==> src/rtl/abpq_pkg.sv <==
`default_nettype none
package abpq_pkg;

	localparam int DEPTH_DEF = 8;
	localparam int ID_W      = 16;
	localparam int FUEL_W    = 12;
	localparam int IN_FUEL_W = 10;
	localparam int WAIT_W    = 16;
	localparam int SUM_W     = 32;
	localparam int LIMIT_W   = 4;

	localparam logic signed [FUEL_W-1:0] FUEL_MIN = {1'b1, {(FUEL_W-1){1'b0}}};
	localparam logic [WAIT_W-1:0]        WAIT_MAX = '1;

	localparam logic               ORDER_RST = 1'b1;
	localparam logic [LIMIT_W-1:0] LIMIT_RST = 4'd6;

	localparam logic CFG_ORDER = 1'b0;
	localparam logic CFG_LIMIT = 1'b1;

	typedef enum logic [1:0] {
		OP_INSERT = 2'd0,
		OP_PURGE  = 2'd1,
		OP_REMOVE = 2'd2,
		OP_TICK   = 2'd3
	} opcode_t;

	typedef enum logic [1:0] {
		ST_DONE  = 2'd0,
		ST_FULL  = 2'd1,
		ST_EMPTY = 2'd2
	} status_t;

	typedef struct packed {
		logic [ID_W-1:0]          id;
		logic signed [FUEL_W-1:0] fuel;
		logic [WAIT_W-1:0]        waited;
	} entry_t;

endpackage
`default_nettype wire

==> src/rtl/aging_bounded_priority_queue.sv <==
// Bounded aging queue of up to DEPTH entries (id, signed fuel, wait count) kept as a
// circular buffer in a single-port-write, single-port-read memory. Requests arrive on
// the s_ stream (opcode: insert, purge expired heads, remove head, tick) and each yields
// exactly one result on the m_ stream; a finished result sits in an output register, so
// s_tready returns while it waits. One request is worked at a time; the insert and tick
// scans read one memory entry and then, where it changes, write it back before moving
// on to the next, and the next request is taken only after the result is loaded into
// the output register. Slot contents need no clearing after reset; only slots below
// the fill count are ever read. Configuration: index 0 order_by_fuel (reset 1),
// index 1 queue_limit (reset 6); write only while idle.
`default_nettype none
module aging_bounded_priority_queue #(
	parameter int DEPTH = abpq_pkg::DEPTH_DEF
) (
	input  wire logic        clk,
	input  wire logic        arst_n,
	// request stream
	input  wire logic        s_tvalid,
	output logic             s_tready,
	input  wire logic [31:0] s_tdata,   // [1:0] opcode, [17:2] item_id, [27:18] item_fuel
	// result stream
	output logic             m_tvalid,
	input  wire logic        m_tready,
	output logic [79:0]      m_tdata,   // [1:0] status, [17:2] out_id, [33:18] out_waited,
	                                    // [37:34] purged_count, [41:38] occupancy,
	                                    // [73:42] wait_total
	// configuration writes
	input  wire logic        cfg_valid,
	output logic             cfg_ready,
	input  wire logic        cfg_index,
	input  wire logic [3:0]  cfg_data
);
	import abpq_pkg::*;

	localparam int AW = (DEPTH > 1) ? $clog2(DEPTH) : 1;
	localparam int CW = $clog2(DEPTH + 1);
	localparam int LW = (CW > LIMIT_W) ? CW : LIMIT_W;

	typedef enum logic [3:0] {
		S_IDLE,
		S_INS_RD,
		S_INS_CMP,
		S_PUR_RD,
		S_PUR_CHK,
		S_REM_RD,
		S_REM_POP,
		S_TCK_RD,
		S_TCK_WR,
		S_FIN
	} state_t;

	// logical index k from the head to a physical slot, wrapping at DEPTH
	function automatic logic [AW-1:0] addr_add(input logic [AW-1:0] a, input logic [CW-1:0] k);
		logic [CW:0] s;
		s = (CW+1)'(a) + (CW+1)'(k);
		if (s >= (CW+1)'(DEPTH)) begin
			s = s - (CW+1)'(DEPTH);
		end
		return AW'(s);
	endfunction

	state_t               state_q;
	logic                 order_q;
	logic [LIMIT_W-1:0]   limit_q;
	logic [AW-1:0]        head_q;
	logic [CW-1:0]        fill_q;
	logic [SUM_W-1:0]     wait_sum_q;

	// request being worked
	logic [ID_W-1:0]      id_q;
	logic [IN_FUEL_W-1:0] fuel_q;
	logic [CW-1:0]        idx_q;
	logic                 found_q;
	entry_t               carry_q;

	// result being built
	status_t              status_q;
	logic [ID_W-1:0]      rid_q;
	logic [WAIT_W-1:0]    rwait_q;
	logic [CW-1:0]        purged_q;

	// output register
	logic                 out_valid_q;
	status_t              out_status_q;
	logic [ID_W-1:0]      out_id_q;
	logic [WAIT_W-1:0]    out_wait_q;
	logic [3:0]           out_purged_q;
	logic [3:0]           out_occ_q;
	logic [SUM_W-1:0]     out_total_q;

	// memory port
	logic                 wr_en;
	logic [AW-1:0]        slot_addr;
	entry_t               wr_data;
	entry_t               rd_data;

	entry_t               new_entry;
	entry_t               aged_entry;
	logic signed [FUEL_W-1:0] new_fuel;
	logic                 rd_greater;
	logic                 full;
	logic [AW-1:0]        head_next;
	logic [SUM_W:0]       sum_ext;
	opcode_t              in_op;
	status_t              in_status;
	logic                 out_load;

	assign s_tready  = (state_q == S_IDLE);
	assign cfg_ready = 1'b1;
	assign m_tvalid  = out_valid_q;
	assign m_tdata   = {6'd0, out_total_q, out_occ_q, out_purged_q, out_wait_q, out_id_q,
	                    out_status_q};

	assign in_op     = opcode_t'(s_tdata[1:0]);
	assign new_fuel  = {{(FUEL_W-IN_FUEL_W){1'b0}}, fuel_q};
	assign new_entry = '{id: id_q, fuel: new_fuel, waited: '0};
	assign rd_greater = (rd_data.fuel > new_fuel);
	assign head_next = addr_add(head_q, CW'(1));
	assign sum_ext   = {1'b0, wait_sum_q} + (SUM_W+1)'(rd_data.waited);
	assign slot_addr = addr_add(head_q, idx_q);

	// refuse at min(queue_limit, DEPTH)
	assign full = (LW'(fill_q) >= LW'(limit_q)) || (fill_q >= CW'(DEPTH));

	// status known at accept: refused insert and empty remove finish at once
	assign in_status = (in_op == OP_INSERT && full) ? ST_FULL :
	                   (in_op == OP_REMOVE && fill_q == '0) ? ST_EMPTY : ST_DONE;

	// load the output register once the finished result finds it free
	assign out_load = (state_q == S_FIN) && (!out_valid_q || m_tready);

	// age one entry: fuel down to its floor, wait up to its ceiling
	always_comb begin
		aged_entry = rd_data;
		if (rd_data.fuel != FUEL_MIN) begin
			aged_entry.fuel = rd_data.fuel - FUEL_W'(1);
		end
		if (rd_data.waited != WAIT_MAX) begin
			aged_entry.waited = rd_data.waited + WAIT_W'(1);
		end
	end

	// write side of the memory; reads always address the current logical index
	always_comb begin
		wr_en   = 1'b0;
		wr_data = new_entry;
		unique case (state_q)
			S_INS_RD: begin
				// reached the tail: place whatever is still pending
				if (idx_q == fill_q) begin
					wr_en   = 1'b1;
					wr_data = found_q ? carry_q : new_entry;
				end
			end
			S_INS_CMP: begin
				if (found_q) begin
					wr_en   = 1'b1;
					wr_data = carry_q;
				end else if (order_q && rd_greater) begin
					wr_en   = 1'b1;
					wr_data = new_entry;
				end
			end
			S_TCK_WR: begin
				wr_en   = 1'b1;
				wr_data = aged_entry;
			end
			default: begin
				wr_en = 1'b0;
			end
		endcase
	end

	abpq_slot_ram #(
		.DEPTH(DEPTH)
	) u_ram (
		.clk    (clk),
		.wr_en  (wr_en),
		.wr_addr(slot_addr),
		.wr_data(wr_data),
		.rd_addr(slot_addr),
		.rd_data(rd_data)
	);

	// sequencer: insert and tick scans work one entry per read/write pair; purge and remove only read
	always_ff @(posedge clk or negedge arst_n) begin
		if (!arst_n) begin
			state_q     <= S_IDLE;
			order_q     <= ORDER_RST;
			limit_q     <= LIMIT_RST;
			head_q      <= '0;
			fill_q      <= '0;
			wait_sum_q  <= '0;
			out_valid_q <= 1'b0;
		end else begin
			if (cfg_valid) begin
				unique case (cfg_index)
					CFG_ORDER: order_q <= cfg_data[0];
					CFG_LIMIT: limit_q <= cfg_data;
				endcase
			end

			// raise valid on a new result, drop it once taken
			if (out_load) begin
				out_valid_q <= 1'b1;
			end else if (out_valid_q && m_tready) begin
				out_valid_q <= 1'b0;
			end

			unique case (state_q)
				S_IDLE: begin
					if (s_tvalid) begin
						id_q     <= s_tdata[17:2];
						fuel_q   <= s_tdata[27:18];
						// FIFO mode skips the scan and goes to the tail
						idx_q    <= (in_op == OP_INSERT && !order_q) ? fill_q : '0;
						found_q  <= 1'b0;
						status_q <= in_status;
						rid_q    <= '0;
						rwait_q  <= '0;
						purged_q <= '0;
						unique case (in_op)
							OP_INSERT: state_q <= full ? S_FIN : S_INS_RD;
							OP_PURGE:  state_q <= S_PUR_RD;
							OP_REMOVE: state_q <= (fill_q == '0) ? S_FIN : S_REM_RD;
							OP_TICK:   state_q <= S_TCK_RD;
						endcase
					end
				end
				S_INS_RD: begin
					if (idx_q == fill_q) begin
						fill_q  <= fill_q + CW'(1);
						state_q <= S_FIN;
					end else begin
						state_q <= S_INS_CMP;
					end
				end
				S_INS_CMP: begin
					// once placed, ripple the displaced entries one slot toward the tail
					if (found_q) begin
						carry_q <= rd_data;
					end else if (order_q && rd_greater) begin
						found_q <= 1'b1;
						carry_q <= rd_data;
					end
					idx_q   <= idx_q + CW'(1);
					state_q <= S_INS_RD;
				end
				S_PUR_RD: begin
					state_q <= (fill_q == '0) ? S_FIN : S_PUR_CHK;
				end
				S_PUR_CHK: begin
					if (rd_data.fuel < 0) begin
						head_q   <= head_next;
						fill_q   <= fill_q - CW'(1);
						purged_q <= purged_q + CW'(1);
						state_q  <= S_PUR_RD;
					end else begin
						state_q <= S_FIN;
					end
				end
				S_REM_RD: begin
					state_q <= S_REM_POP;
				end
				S_REM_POP: begin
					rid_q      <= rd_data.id;
					rwait_q    <= rd_data.waited;
					wait_sum_q <= sum_ext[SUM_W] ? '1 : sum_ext[SUM_W-1:0];
					head_q     <= head_next;
					fill_q     <= fill_q - CW'(1);
					state_q    <= S_FIN;
				end
				S_TCK_RD: begin
					state_q <= (idx_q == fill_q) ? S_FIN : S_TCK_WR;
				end
				S_TCK_WR: begin
					idx_q   <= idx_q + CW'(1);
					state_q <= S_TCK_RD;
				end
				S_FIN: begin
					// hold until the output register is free
					if (out_load) begin
						out_status_q <= status_q;
						out_id_q     <= rid_q;
						out_wait_q   <= rwait_q;
						out_purged_q <= 4'(purged_q);
						out_occ_q    <= 4'(fill_q);
						out_total_q  <= wait_sum_q;
						state_q      <= S_IDLE;
					end
				end
				default: begin
					state_q <= S_IDLE;
				end
			endcase
		end
	end

endmodule
`default_nettype wire

==> src/rtl/abpq_slot_ram.sv <==
`default_nettype none
module abpq_slot_ram #(
	parameter int DEPTH = abpq_pkg::DEPTH_DEF
) (
	input  wire logic                                   clk,
	input  wire logic                                   wr_en,
	input  wire logic [((DEPTH > 1) ? $clog2(DEPTH) : 1)-1:0] wr_addr,
	input  wire abpq_pkg::entry_t                       wr_data,
	input  wire logic [((DEPTH > 1) ? $clog2(DEPTH) : 1)-1:0] rd_addr,
	output abpq_pkg::entry_t                            rd_data
);
	abpq_pkg::entry_t mem_q [DEPTH];

	// one write port, one read port with registered data
	always_ff @(posedge clk) begin
		if (wr_en) begin
			mem_q[wr_addr] <= wr_data;
		end
		rd_data <= mem_q[rd_addr];
	end

endmodule
`default_nettype wire

==> config.mk <==
export PLATFORM = sky130hd
export DESIGN_NAME = aging_bounded_priority_queue
export DESIGN_NICKNAME = d
export VERILOG_FILES = /design/src/rtl/abpq_pkg.sv /design/src/rtl/aging_bounded_priority_queue.sv /design/src/rtl/abpq_slot_ram.sv
export SDC_FILE = /design/constraint.sdc
export NUM_CORES = 1
export LEC_CHECK = 0
export BUFFER_PORTS_ARGS = -buffer_cell sky130_fd_sc_hd__clkbuf_2
export CAP_MARGIN = 20
export CELL_PAD_IN_SITES_DETAIL_PLACEMENT = 0
export CELL_PAD_IN_SITES_GLOBAL_PLACEMENT = 1
export CORE_ASPECT_RATIO = 2
export CORE_MARGIN = 2
export CORE_UTILIZATION = 52
export DETAILED_ROUTE_END_ITERATION = 6
export GPL_ROUTABILITY_DRIVEN = 0
export PLACE_DENSITY = 0.81
export SYNTH_ARGS = -nofsm -noshare
export SYNTH_HDL_FRONTEND = slang
export SYNTH_SLANG_ARGS = --single-unit
==> constraint.sdc <==
create_clock -name clk -period 6.35 [get_ports clk]
set_input_delay 0.635 -clock clk [delete_from_list [all_inputs] [get_ports clk]]
set_output_delay 0.635 -clock clk [all_outputs]
set_load 0.005 [all_outputs]
; Word-level counts from Yosys, hierarchy flattened
; Memories as Yosys holds them, arrays and structs flattened. A register that Yosys moved wholly into a read port is not among the register bits.
; Cells that the tools add are included.
[word_totals]
register_bits = 236
mem_bits_rw = 352
inputBits = 42
out_inout_bits = 83
word_cells = 141
memories = 1
[memory_table]
columns = name, depth, word_bits, read_ports, rd_ports_with_merged_regs, wr, line
row1 = u_ram.mem_q, 8, 44, 1, 1, 1, abpq_slot_ram.sv:12  ; abpq_pkg::entry_t mem_q [DEPTH];
[op_classes]
addsub = 11
magnitude_cmp = 6
n_eq_ne = 19
mux = 45
bitwise = 1
reduce_logical = 34
[ops]
columns = operator, n
row1 = 44-bit 2-to-1 mux, 4
row2 = 44-bit case mux with 3 select lines, 1
row3 = 16-bit case mux with 2 select lines, 2
row4 = 4-bit 2-to-1 mux, 13
row5 = 4-bit case mux with 10 select lines, 1
row6 = 32-bit by 16-bit adder with 33-bit output, 1
row7 = 16-bit 2-to-1 mux, 2
row8 = 32-bit 2-to-1 mux, 1
row9 = 3-bit AND reduction, 7
row10 = "16-bit by 1-bit adder with 16-bit output, second input constant", 1
row11 = "4-bit by 3-bit == test with 1-bit output, second input constant", 4
row12 = "16-bit != test, second input constant", 1
row13 = 4-bit case mux with 2 select lines, 2
row14 = 4-bit case mux with 4 select lines, 1
row15 = 2-bit nonzero test, 7
row16 = "4-bit by 1-bit adder with 4-bit output, second input constant", 3
row17 = 12-bit by 11-bit > comparator with 1-bit output, 1
row18 = "12-bit by 1-bit < comparator with 1-bit output, second input constant", 1
row19 = 12-bit 2-to-1 mux, 1
row20 = "12-bit != test, second input constant", 1
row21 = 4-bit case mux with 3 select lines, 1
row22 = "12-bit by 2-bit subtractor with 12-bit output, second input constant", 1
row23 = 1-bit 2-to-1 mux, 9
row24 = 3-bit 2-to-1 mux, 3
row25 = 28 further kinds, 47

; Longest topological paths before layout
; Gate-level depths: netlist of run 1.
[depth]
word_depth = 7
depth_mapped = 11
depth_no_buf = 10

; By module
; Synthesis of run 1 repeated with hierarchy kept, for this count alone.
[unflattened]
hier_cells = 1434
area_unflattened_um2 = 25065.3
[modules_own_cells]
columns = module, instances, cells_each, area_per_inst_um2, seq_area_each_um2
row1 = abpq_slot_ram, 1, 566, 14186.1, 11451.0
row2 = aging_bounded_priority_queue, 1, 868, 10879.2, 6845.3

; Worst setup path before layout of run 1
; Ideal clock, no wire load.
[synth_timing]
kind = reg-to-reg
start = reg fill_q[0]
end = mem u_ram.mem_q[1][0] (netlist name) (enable)
setup_time_ps = 500
t_arrival_ps = 4569
t_required_ps = 5850
path_slack_ps = 1281
stages_incl_launch_ff = 8
n_path_buf = 1
synth_period_minus_slack_ps = 5069
cell_sequence = dfrtp_1 clkbuf_1 xor2_1 nor4_1 nand3_1 o21ai_0 a221oi_1 nor3_1
[synth_via]
elab_chain_cells = 5
[synth_lines]
columns = element, line
row1 = "start, declared", aging_bounded_priority_queue.sv:66  ; logic [CW-1:0] fill_q;
row2 = "start signal, assigned", aging_bounded_priority_queue.sv:232  ; fill_q <= fill_q + CW'(1);
row3 = "start signal, assigned", aging_bounded_priority_queue.sv:255  ; fill_q <= fill_q - CW'(1);
row4 = "start signal, assigned", aging_bounded_priority_queue.sv:270  ; fill_q <= fill_q - CW'(1);
row5 = 4-bit == test, aging_bounded_priority_queue.sv:150  ; if (idx_q == fill_q) begin
row6 = 1-bit 2-to-1 mux, aging_bounded_priority_queue.sv:150
row7 = 1-bit case mux with 3 select lines, aging_bounded_priority_queue.sv:147  ; unique case (state_q)
row8 = 1-bit 2-to-1 mux, abpq_slot_ram.sv:16  ; if (wr_en) begin
row9 = 1-bit 2-to-1 mux (implied by the code), abpq_slot_ram.sv:17  ; mem_q[wr_addr] <= wr_data;
row10 = "end, declared", abpq_slot_ram.sv:12
; No other way between the ends.

==> results of run 1 <==
==> flip-flops by register name, indices dropped and copies added, names as in the netlist, 32 cells and up <==
signal,cells
carry_q,44
u_ram.rd_data,44
out_total_q,32
u_ram.mem_q,352
wait_sum_q,32
==> cell usage in the layout (no fill, tap or decap), drive strengths merged, types with 28 or more instances in the layout <==
| cell | instances |
|---|---|
| a21oi | 28 |
| a221oi | 45 |
| a22o | 45 |
| a22oi | 93 |
| and3 | 40 |
| buf | 29 |
| clkbuf | 182 |
| dfrtp | 46 |
| dfxtp | 44 |
| edfxtp | 539 |
| ha | 39 |
| inv | 43 |
| nand2 | 68 |
| nand3 | 71 |
| nor2 | 61 |
| o21ai | 37 |
==> power breakdown <==
group | switching (mW) | leakage, nW | internal [mW]
clock network | 1.44 | 0.852 | 1.84
logic | 2.46 | 2.94 | 1.38
registers | 0.484 | 5.90 | 5.39
total | 4.39 | 9.69 | 8.61
==> path summary, 6_finish.rpt <==
| check | startpoint | endpoint | depth (start not counted) |
|---|---|---|---|
| max | fill_q[1] | u_ram.mem_q[7][0] | 8 |
| min | s_tdata[24] | fuel_q[6] | 1 |
| max reg2reg | fill_q[1] | u_ram.mem_q[7][0] | 8 |
| min reg2reg | rwait_q[8] | out_wait_q[8] | 0 |
| max in group asynchronous | arst_n | wait_sum_q[7] | 3 |
| min in group asynchronous | arst_n | limit_q[3] | 2 |
==> critical path: cells and delay by family, from the launching register on <==
kind | cells | cell delay, ns
AND/OR/NAND/NOR | 4 | 1.18
flip-flops | 1 | 0.52
XOR/XNOR | 1 | 0.22
AO/OA/AOI/OAI | 2 | 1.26
buffers and inverters | 1 | 0.49
==> area by class of cell <==
| type | instances | area, sq um |
|---|---|---|
| Timing Repair Buffer | 143 | 793 |
| Clock inverter | 27 | 355 |
| Sequential cell | 632 | 18300 |
| Inverter | 42 | 158 |
| Multi-Input combinational cell | 792 | 5580 |
| Fill cell | 3430 | 18600 |
| Clock buffer | 69 | 1390 |
| Tap cell | 621 | 777 |
==> per-stage QoR <==
step	instance area (sq um)	setup slack [ns]
global placement	25600	2.39
finish	27400	2.32
global route	27400	1.95
CTS	27400	2.28
floorplan	24300	1.28
detailed placement	25600	2.31
==> layer usage <==
metal | routed length, um | global-route usage (%) | vias up
met4 | 2050 | 9.69 | 0
met3 | 3150 | 2.68 | 119
li1 | - | - | 6309
met5 | 0 | 0 | -
met1 | 19700 | 26.1 | 7038
met2 | 29200 | 41.7 | 562
==> cells by family after synthesis <==
| family | Yosys count | synth area share [%] |
|---|---|---|
| mux | 18 | 0.810 |
| fa+ha+maj | 42 | 2.26 |
| compound gates | 346 | 10.7 |
| flops | 632 | 75.5 |
| simple gates | 329 | 6.85 |
| buf+inv | 117 | 2.00 |
| xor+xnor | 50 | 1.81 |
| other cells | 2 | 0.0310 |
==> flow_metrics.tcl, run 1 <==
set metrics [dict create \
    period_minus_slack_ns 4.03 \
    hold_class "input port to flip-flop" \
    tightest_slew_ns 1.14 \
    insertion_delay_ns 0.60 \
    final_nets 1746 \
    port_buffers 113 \
    drtAntennaViolNets 0 \
    antenna_found_initial 0 \
    clockBufferDepth 3 \
    grt_pass1_vias 14200 \
    dieArea_sq_um 48500 \
    viasPerCell 6.03 \
    clock-sinks 632 \
    power-per-cell-area_nw_per_um2 475 \
    clock-root-buffer "clkbuf_16" \
    syn_inst 1536 \
    p_leak_nw 9.69 \
    utilization_pct 59.5 \
    fin_cells 2326 \
    reg2reg_slack_ns 2.32 \
    synth_area_leaders "edfxtp_1, dfrtp_1, dfxtp_1" \
    grt_pass1_wl_um 81900 \
    rows 111 \
    power_mw 13.0 \
    track_usage_pct 22.5 \
    hpwl_um 31100 \
    rsz0062_at_grt "false" \
    fin_hold_ws_ns 0.208 \
    synth_area_leader_cell "edfxtp_1" \
    status "finished, violations left" \
    num_io_pins 125 \
    fp.coreArea_sq_um 46000 \
    ys.warnings.count 0 \
    fin_crit_sh_pct 63.4 \
    setup_violations 0 \
    drt-initial-drc-count 1176 \
    antenna_cells 0 \
    ctsResizeCount 0 \
    fmax_mhz 248 \
    ys_ff_latch 632 \
    clock_skew_ns 0.0244 \
    grt_max_degree 51 \
    final_layout_size_suffix_gt1_share_pct 15.5 \
    dr.pass1.iters 7 \
    critPathMaxStageDelay_ns 0.93 \
    hold_viol_final 0 \
    worstPathRequired_ns 6.63 \
    syn_to_final_growth_pct 12.9 \
    synth-edff-count 539 \
    synthDistinctLibCells 65 \
    die_w_um 157 \
    critPathArrivalTime_ns 4.30 \
    slowest_stage "o21a_1" \
    vdd_drop_max_v 0.000314 \
    synthFlopType "edfxtp_1" \
    ys_top_cells_by_count "edfxtp_1, a22oi_1, nand3_1" \
    start_util_pct 52.7 \
    post_drt_wl_per_cell_um 23.3 \
    drc_errors 3 \
    post_cts_buffers 0 \
    relSlewSlack_pct 24.1 \
    failed_checks "DRC" \
    syn_avg_cell_area_sq_um 15.8 \
    tns_ns 0 \
    ys_async_sr_fraction_pct 7.75 \
    critPathKind "flip-flop to flip-flop" \
    hold_buffers 1 \
    synth_area_sq_um 24200 \
    critical_path.cell_chain "xor2_1 > nor4_1 > nand3_1 > nor3_1 > o21a_1 > buf_4 > nand2_1 > o21ai_0" \
    synth_top_area_share_pct 66.8 \
    dp.cells 2229 \
    max_cap_viol_count 0 \
    drv_slew 0 \
    vias 14000 \
    cts_tree "done" \
    synth.most_common_cell "edfxtp_1" \
    worstSetupStartpointType "flip-flop" \
    die_y_um 309 \
    drt_wl_total_um 54100 \
    critPathMaxFanout 23 \
    htree_num_levels 2 \
    cts_buffers 51 \
    grt_overflow 0 \
    yosysSeqAreaShare_pct 75.5 \
    clk_pin_slew_ns 0.07 \
    endpoint_kind "flip-flop" \
]
No activity file was read; power rests on OpenSTA's default activity.
==> run 2: changes to the inputs <==
--- a/config.mk
+++ b/config.mk
@@ -5,16 +5,17 @@
 export SDC_FILE = /design/constraint.sdc
 export NUM_CORES = 1
 export LEC_CHECK = 0
+export ABC_AREA = 1
 export BUFFER_PORTS_ARGS = -buffer_cell sky130_fd_sc_hd__clkbuf_2
 export CAP_MARGIN = 20
 export CELL_PAD_IN_SITES_DETAIL_PLACEMENT = 0
 export CELL_PAD_IN_SITES_GLOBAL_PLACEMENT = 1
 export CORE_ASPECT_RATIO = 2
 export CORE_MARGIN = 2
-export CORE_UTILIZATION = 52
+export CORE_UTILIZATION = 45
 export DETAILED_ROUTE_END_ITERATION = 6
 export GPL_ROUTABILITY_DRIVEN = 0
-export PLACE_DENSITY = 0.81
+export PLACE_DENSITY = 0.78
 export SYNTH_ARGS = -nofsm -noshare
 export SYNTH_HDL_FRONTEND = slang
 export SYNTH_SLANG_ARGS = --single-unit
==> constraint.sdc (replaced) <==
create_clock -name clk -period 3.5 [get_ports clk]
set_input_delay 0.35 -clock clk [delete_from_list [all_inputs] [get_ports clk]]
set_output_delay 0.35 -clock clk [all_outputs]
set_load 0.005 [all_outputs]
==> flow_metrics.tcl, run 2 <==
set metrics [dict create \
    syn_inst 2493 \
    track_usage_pct 21.4 \
    path_depth 7 \
    layout_common_cells "nand2_1, edfxtp_1, a21oi_1" \
    final_nets 2732 \
    drt-initial-drc-count 1286 \
    r2r_end "u_ram.mem_q[0][15]" \
    status "finished, final reports clean" \
    drc_errors 0 \
    ys.warnings.count 0 \
    clock-root-buffer "clkbuf_16" \
    yosysSeqAreaShare_pct 67.9 \
    grt_pass1_vias 18700 \
    fmax_mhz 315 \
    synth_area_leaders "edfxtp_1, nand2_1, dfrtp_1" \
    drt_wl_total_um 66400 \
    die_w_um 177 \
    hold_viol_final 0 \
    vdd_drop_max_v 0.000724 \
    max_cap_viol_count 0 \
    reg_top3 "u_ram.mem_q x352, carry_q x44, u_ram.rd_data x44" \
    critPathMaxFanout 42 \
    synth_area_sq_um 26900 \
    relSlewSlack_pct 45.2 \
    synth_top_family_by_area "simple AND/OR/NAND/NOR gates" \
    ys_top_cells_by_count "nand2_1, edfxtp_1, a21oi_1" \
    start_util_pct 45.6 \
    vias 18600 \
    syn_to_final_growth_pct 14.9 \
    placed_cell_area_sq_um 28700 \
    cp-endpoint "u_ram.mem_q[0][15]" \
    antenna_cells 0 \
    worstPathRequired_ns 3.79 \
    grt_pass1_wl_um 102000 \
    p_leak_nw 12.0 \
    htree_num_levels 2 \
    clock-sinks 632 \
    critPathMaxStageDelay_ns 0.74 \
    ys_ff_latch 632 \
    hold_class "input port to flip-flop" \
    yosys.area_share.adder_pct 2.03 \
    insertion_delay_ns 0.62 \
    r2r_cells 7 \
    cts_buffers 55 \
    final_common_cell "nand2_1" \
    final_cell_area_sq_um 30900 \
    synthDistinctLibCells 47 \
    cts_tree "done" \
    rows 126 \
    die_y_um 350 \
    synth_top_area_share_pct 60.1 \
    synth_area_leader_cell "edfxtp_1" \
    critPathArrivalTime_ns 3.47 \
    synth-edff-count 539 \
    clk_pin_slew_ns 0.07 \
    endpoint_kind "flip-flop" \
    synth-compound-area-share_pct 8.32 \
    tightest_slew_ns 0.813 \
    drv_slew 0 \
    crit_family "adder cells" \
    fin_crit_sh_pct 90.7 \
    yosys.area_share.xor_xnor_pct 1.30 \
    num_io_pins 125 \
    worst-path-buf-inv 3 \
    syn_avg_cell_area_sq_um 10.8 \
    post_drt_wl_per_cell_um 19.2 \
    slowest_stage "fa_4" \
    cp-startpoint "idx_q[0]" \
    grt_overflow 0 \
    worstSetupStartpointType "flip-flop" \
    grt_max_degree 149 \
    largest_reg_flops 352 \
    clock_skew_ns 0.0271 \
    antenna_found_initial 0 \
    hpwl_um 43100 \
    final_layout_size_suffix_gt1_share_pct 11.1 \
    viasPerCell 5.36 \
    synth.most_common_cell "nand2_1" \
    timing.rr.start "idx_q[0]" \
    tns_ns 0 \
    synthFlopType "edfxtp_1" \
    fp.coreArea_sq_um 59100 \
    power-per-cell-area_nw_per_um2 910 \
    clockBufferDepth 3 \
    setup_violations 0 \
    yosys.area_share.simple_pct 15.9 \
    ys_async_sr_fraction_pct 7.75 \
    dieArea_sq_um 62000 \
    reg2reg_slack_ns 0.33 \
    period_minus_slack_ns 3.17 \
    critical_path.cell_chain "ha_4 > fa_4 > inv_2 > buf_4 > nand3_1 > a21oi_4 > buf_12" \
    critPathKind "flip-flop to flip-flop" \
    drtAntennaViolNets 0 \
    muxShareOfSynthArea_pct 0.0418 \
    port_buffers 113 \
    regMostFlops "u_ram.mem_q" \
    rsz0062_at_grt "false" \
    dr.pass1.iters 5 \
]
run 2: cell families after synthesis:
logic type,count (synthesis)
AOI/OAI and AO/OA,417
xor gates and xnor gates,40
muxes,1
other,2
and+or+nand+nor,1050
adders and majority gates,42
DFF,632
buffers and inverters,309
run 2: per-layer routing:
layer / vias to the layer above / part of all wire, % / GRT usage (%) / wire length [um]
met5: - / 0 / 0 / 0
met3: 146 / 4.7 / 2.36 / 3130
met2: 563 / 54 / 40.4 / 35700
li1: 8811 / - / - / -
met1: 9032 / 38 / 23.9 / 25100
met4: 0 / 3.8 / 9.33 / 2520
run 2: layout make-up:
class | count | area, sq um
multi-input combinational | 1557 | 7610
tap | 768 | 961
clock inverter | 35 | 399
inverter | 206 | 776
clock buffer | 69 | 1490
timing repair buffer | 196 | 1420
sequential | 632 | 18300
fill | 5123 | 28200
run 2: worst reg2reg max path, stage by stage (launching register included):
cell and delay, ns:
edfxtp_1 0.51, ha_4 0.22, fa_4 0.74, inv_2 0.16
buf_4 0.49, nand3_1 0.23, a21oi_4 0.21, buf_12 0.26
run 2: timing repair:
| item | 4_1_cts | 5_1_grt |
|---|---|---|
| buffers inserted | 0 | 0 |
| resized for setup | 0 | 0 |
| endpoints found under the setup margin | 0 | 0 |
| hold buffers | 32 | 0 |
| hold endpoints to repair | 31 | 0 |
run 2: worst min-delay path by stage:
stage | end | slack, ns | start | depth (start not counted)
after floorplan | fill_q[0] | 0.05 | arst_n | 0
after detailed placement | out_wait_q[0] | 0.40 | rwait_q[0] | 0
after global routing | limit_q[0] | 0.08 | cfg_data[0] | 3
after CTS | limit_q[0] | 0.03 | cfg_data[0] | 3
final | limit_q[0] | 0.04 | cfg_data[0] | 3
after global placement | out_wait_q[5] | 0.41 | rwait_q[5] | 0
run 2: report_power, final:
part / total (mW) / internal [mW] / switching (mW)
Sequential: 11.0 / 10.2 / 0.774
Clock: 6.35 / 3.57 / 2.78
Combinational: 10.8 / 3.08 / 7.71
Total: 28.2 / 16.9 / 11.3
run 2: through the flow:
stage / cells / power [mW] / utilization (%) / hold slack [ns] / setup slack [ns]
after floorplan: 2498 / 18.2 / - / 0.0544 / -0.0712
after global placement: 3327 / 21.6 / 48.6 / 0.407 / 0.415
after detailed placement: 3327 / 21.9 / 48.6 / 0.405 / 0.347
after CTS: 3463 / 28.3 / 52.3 / 0.0323 / 0.336
after global routing: 3463 / 29.9 / 52.3 / 0.0769 / 0.244
final: 3463 / 28.2 / 52.3 / 0.0417 / 0.325
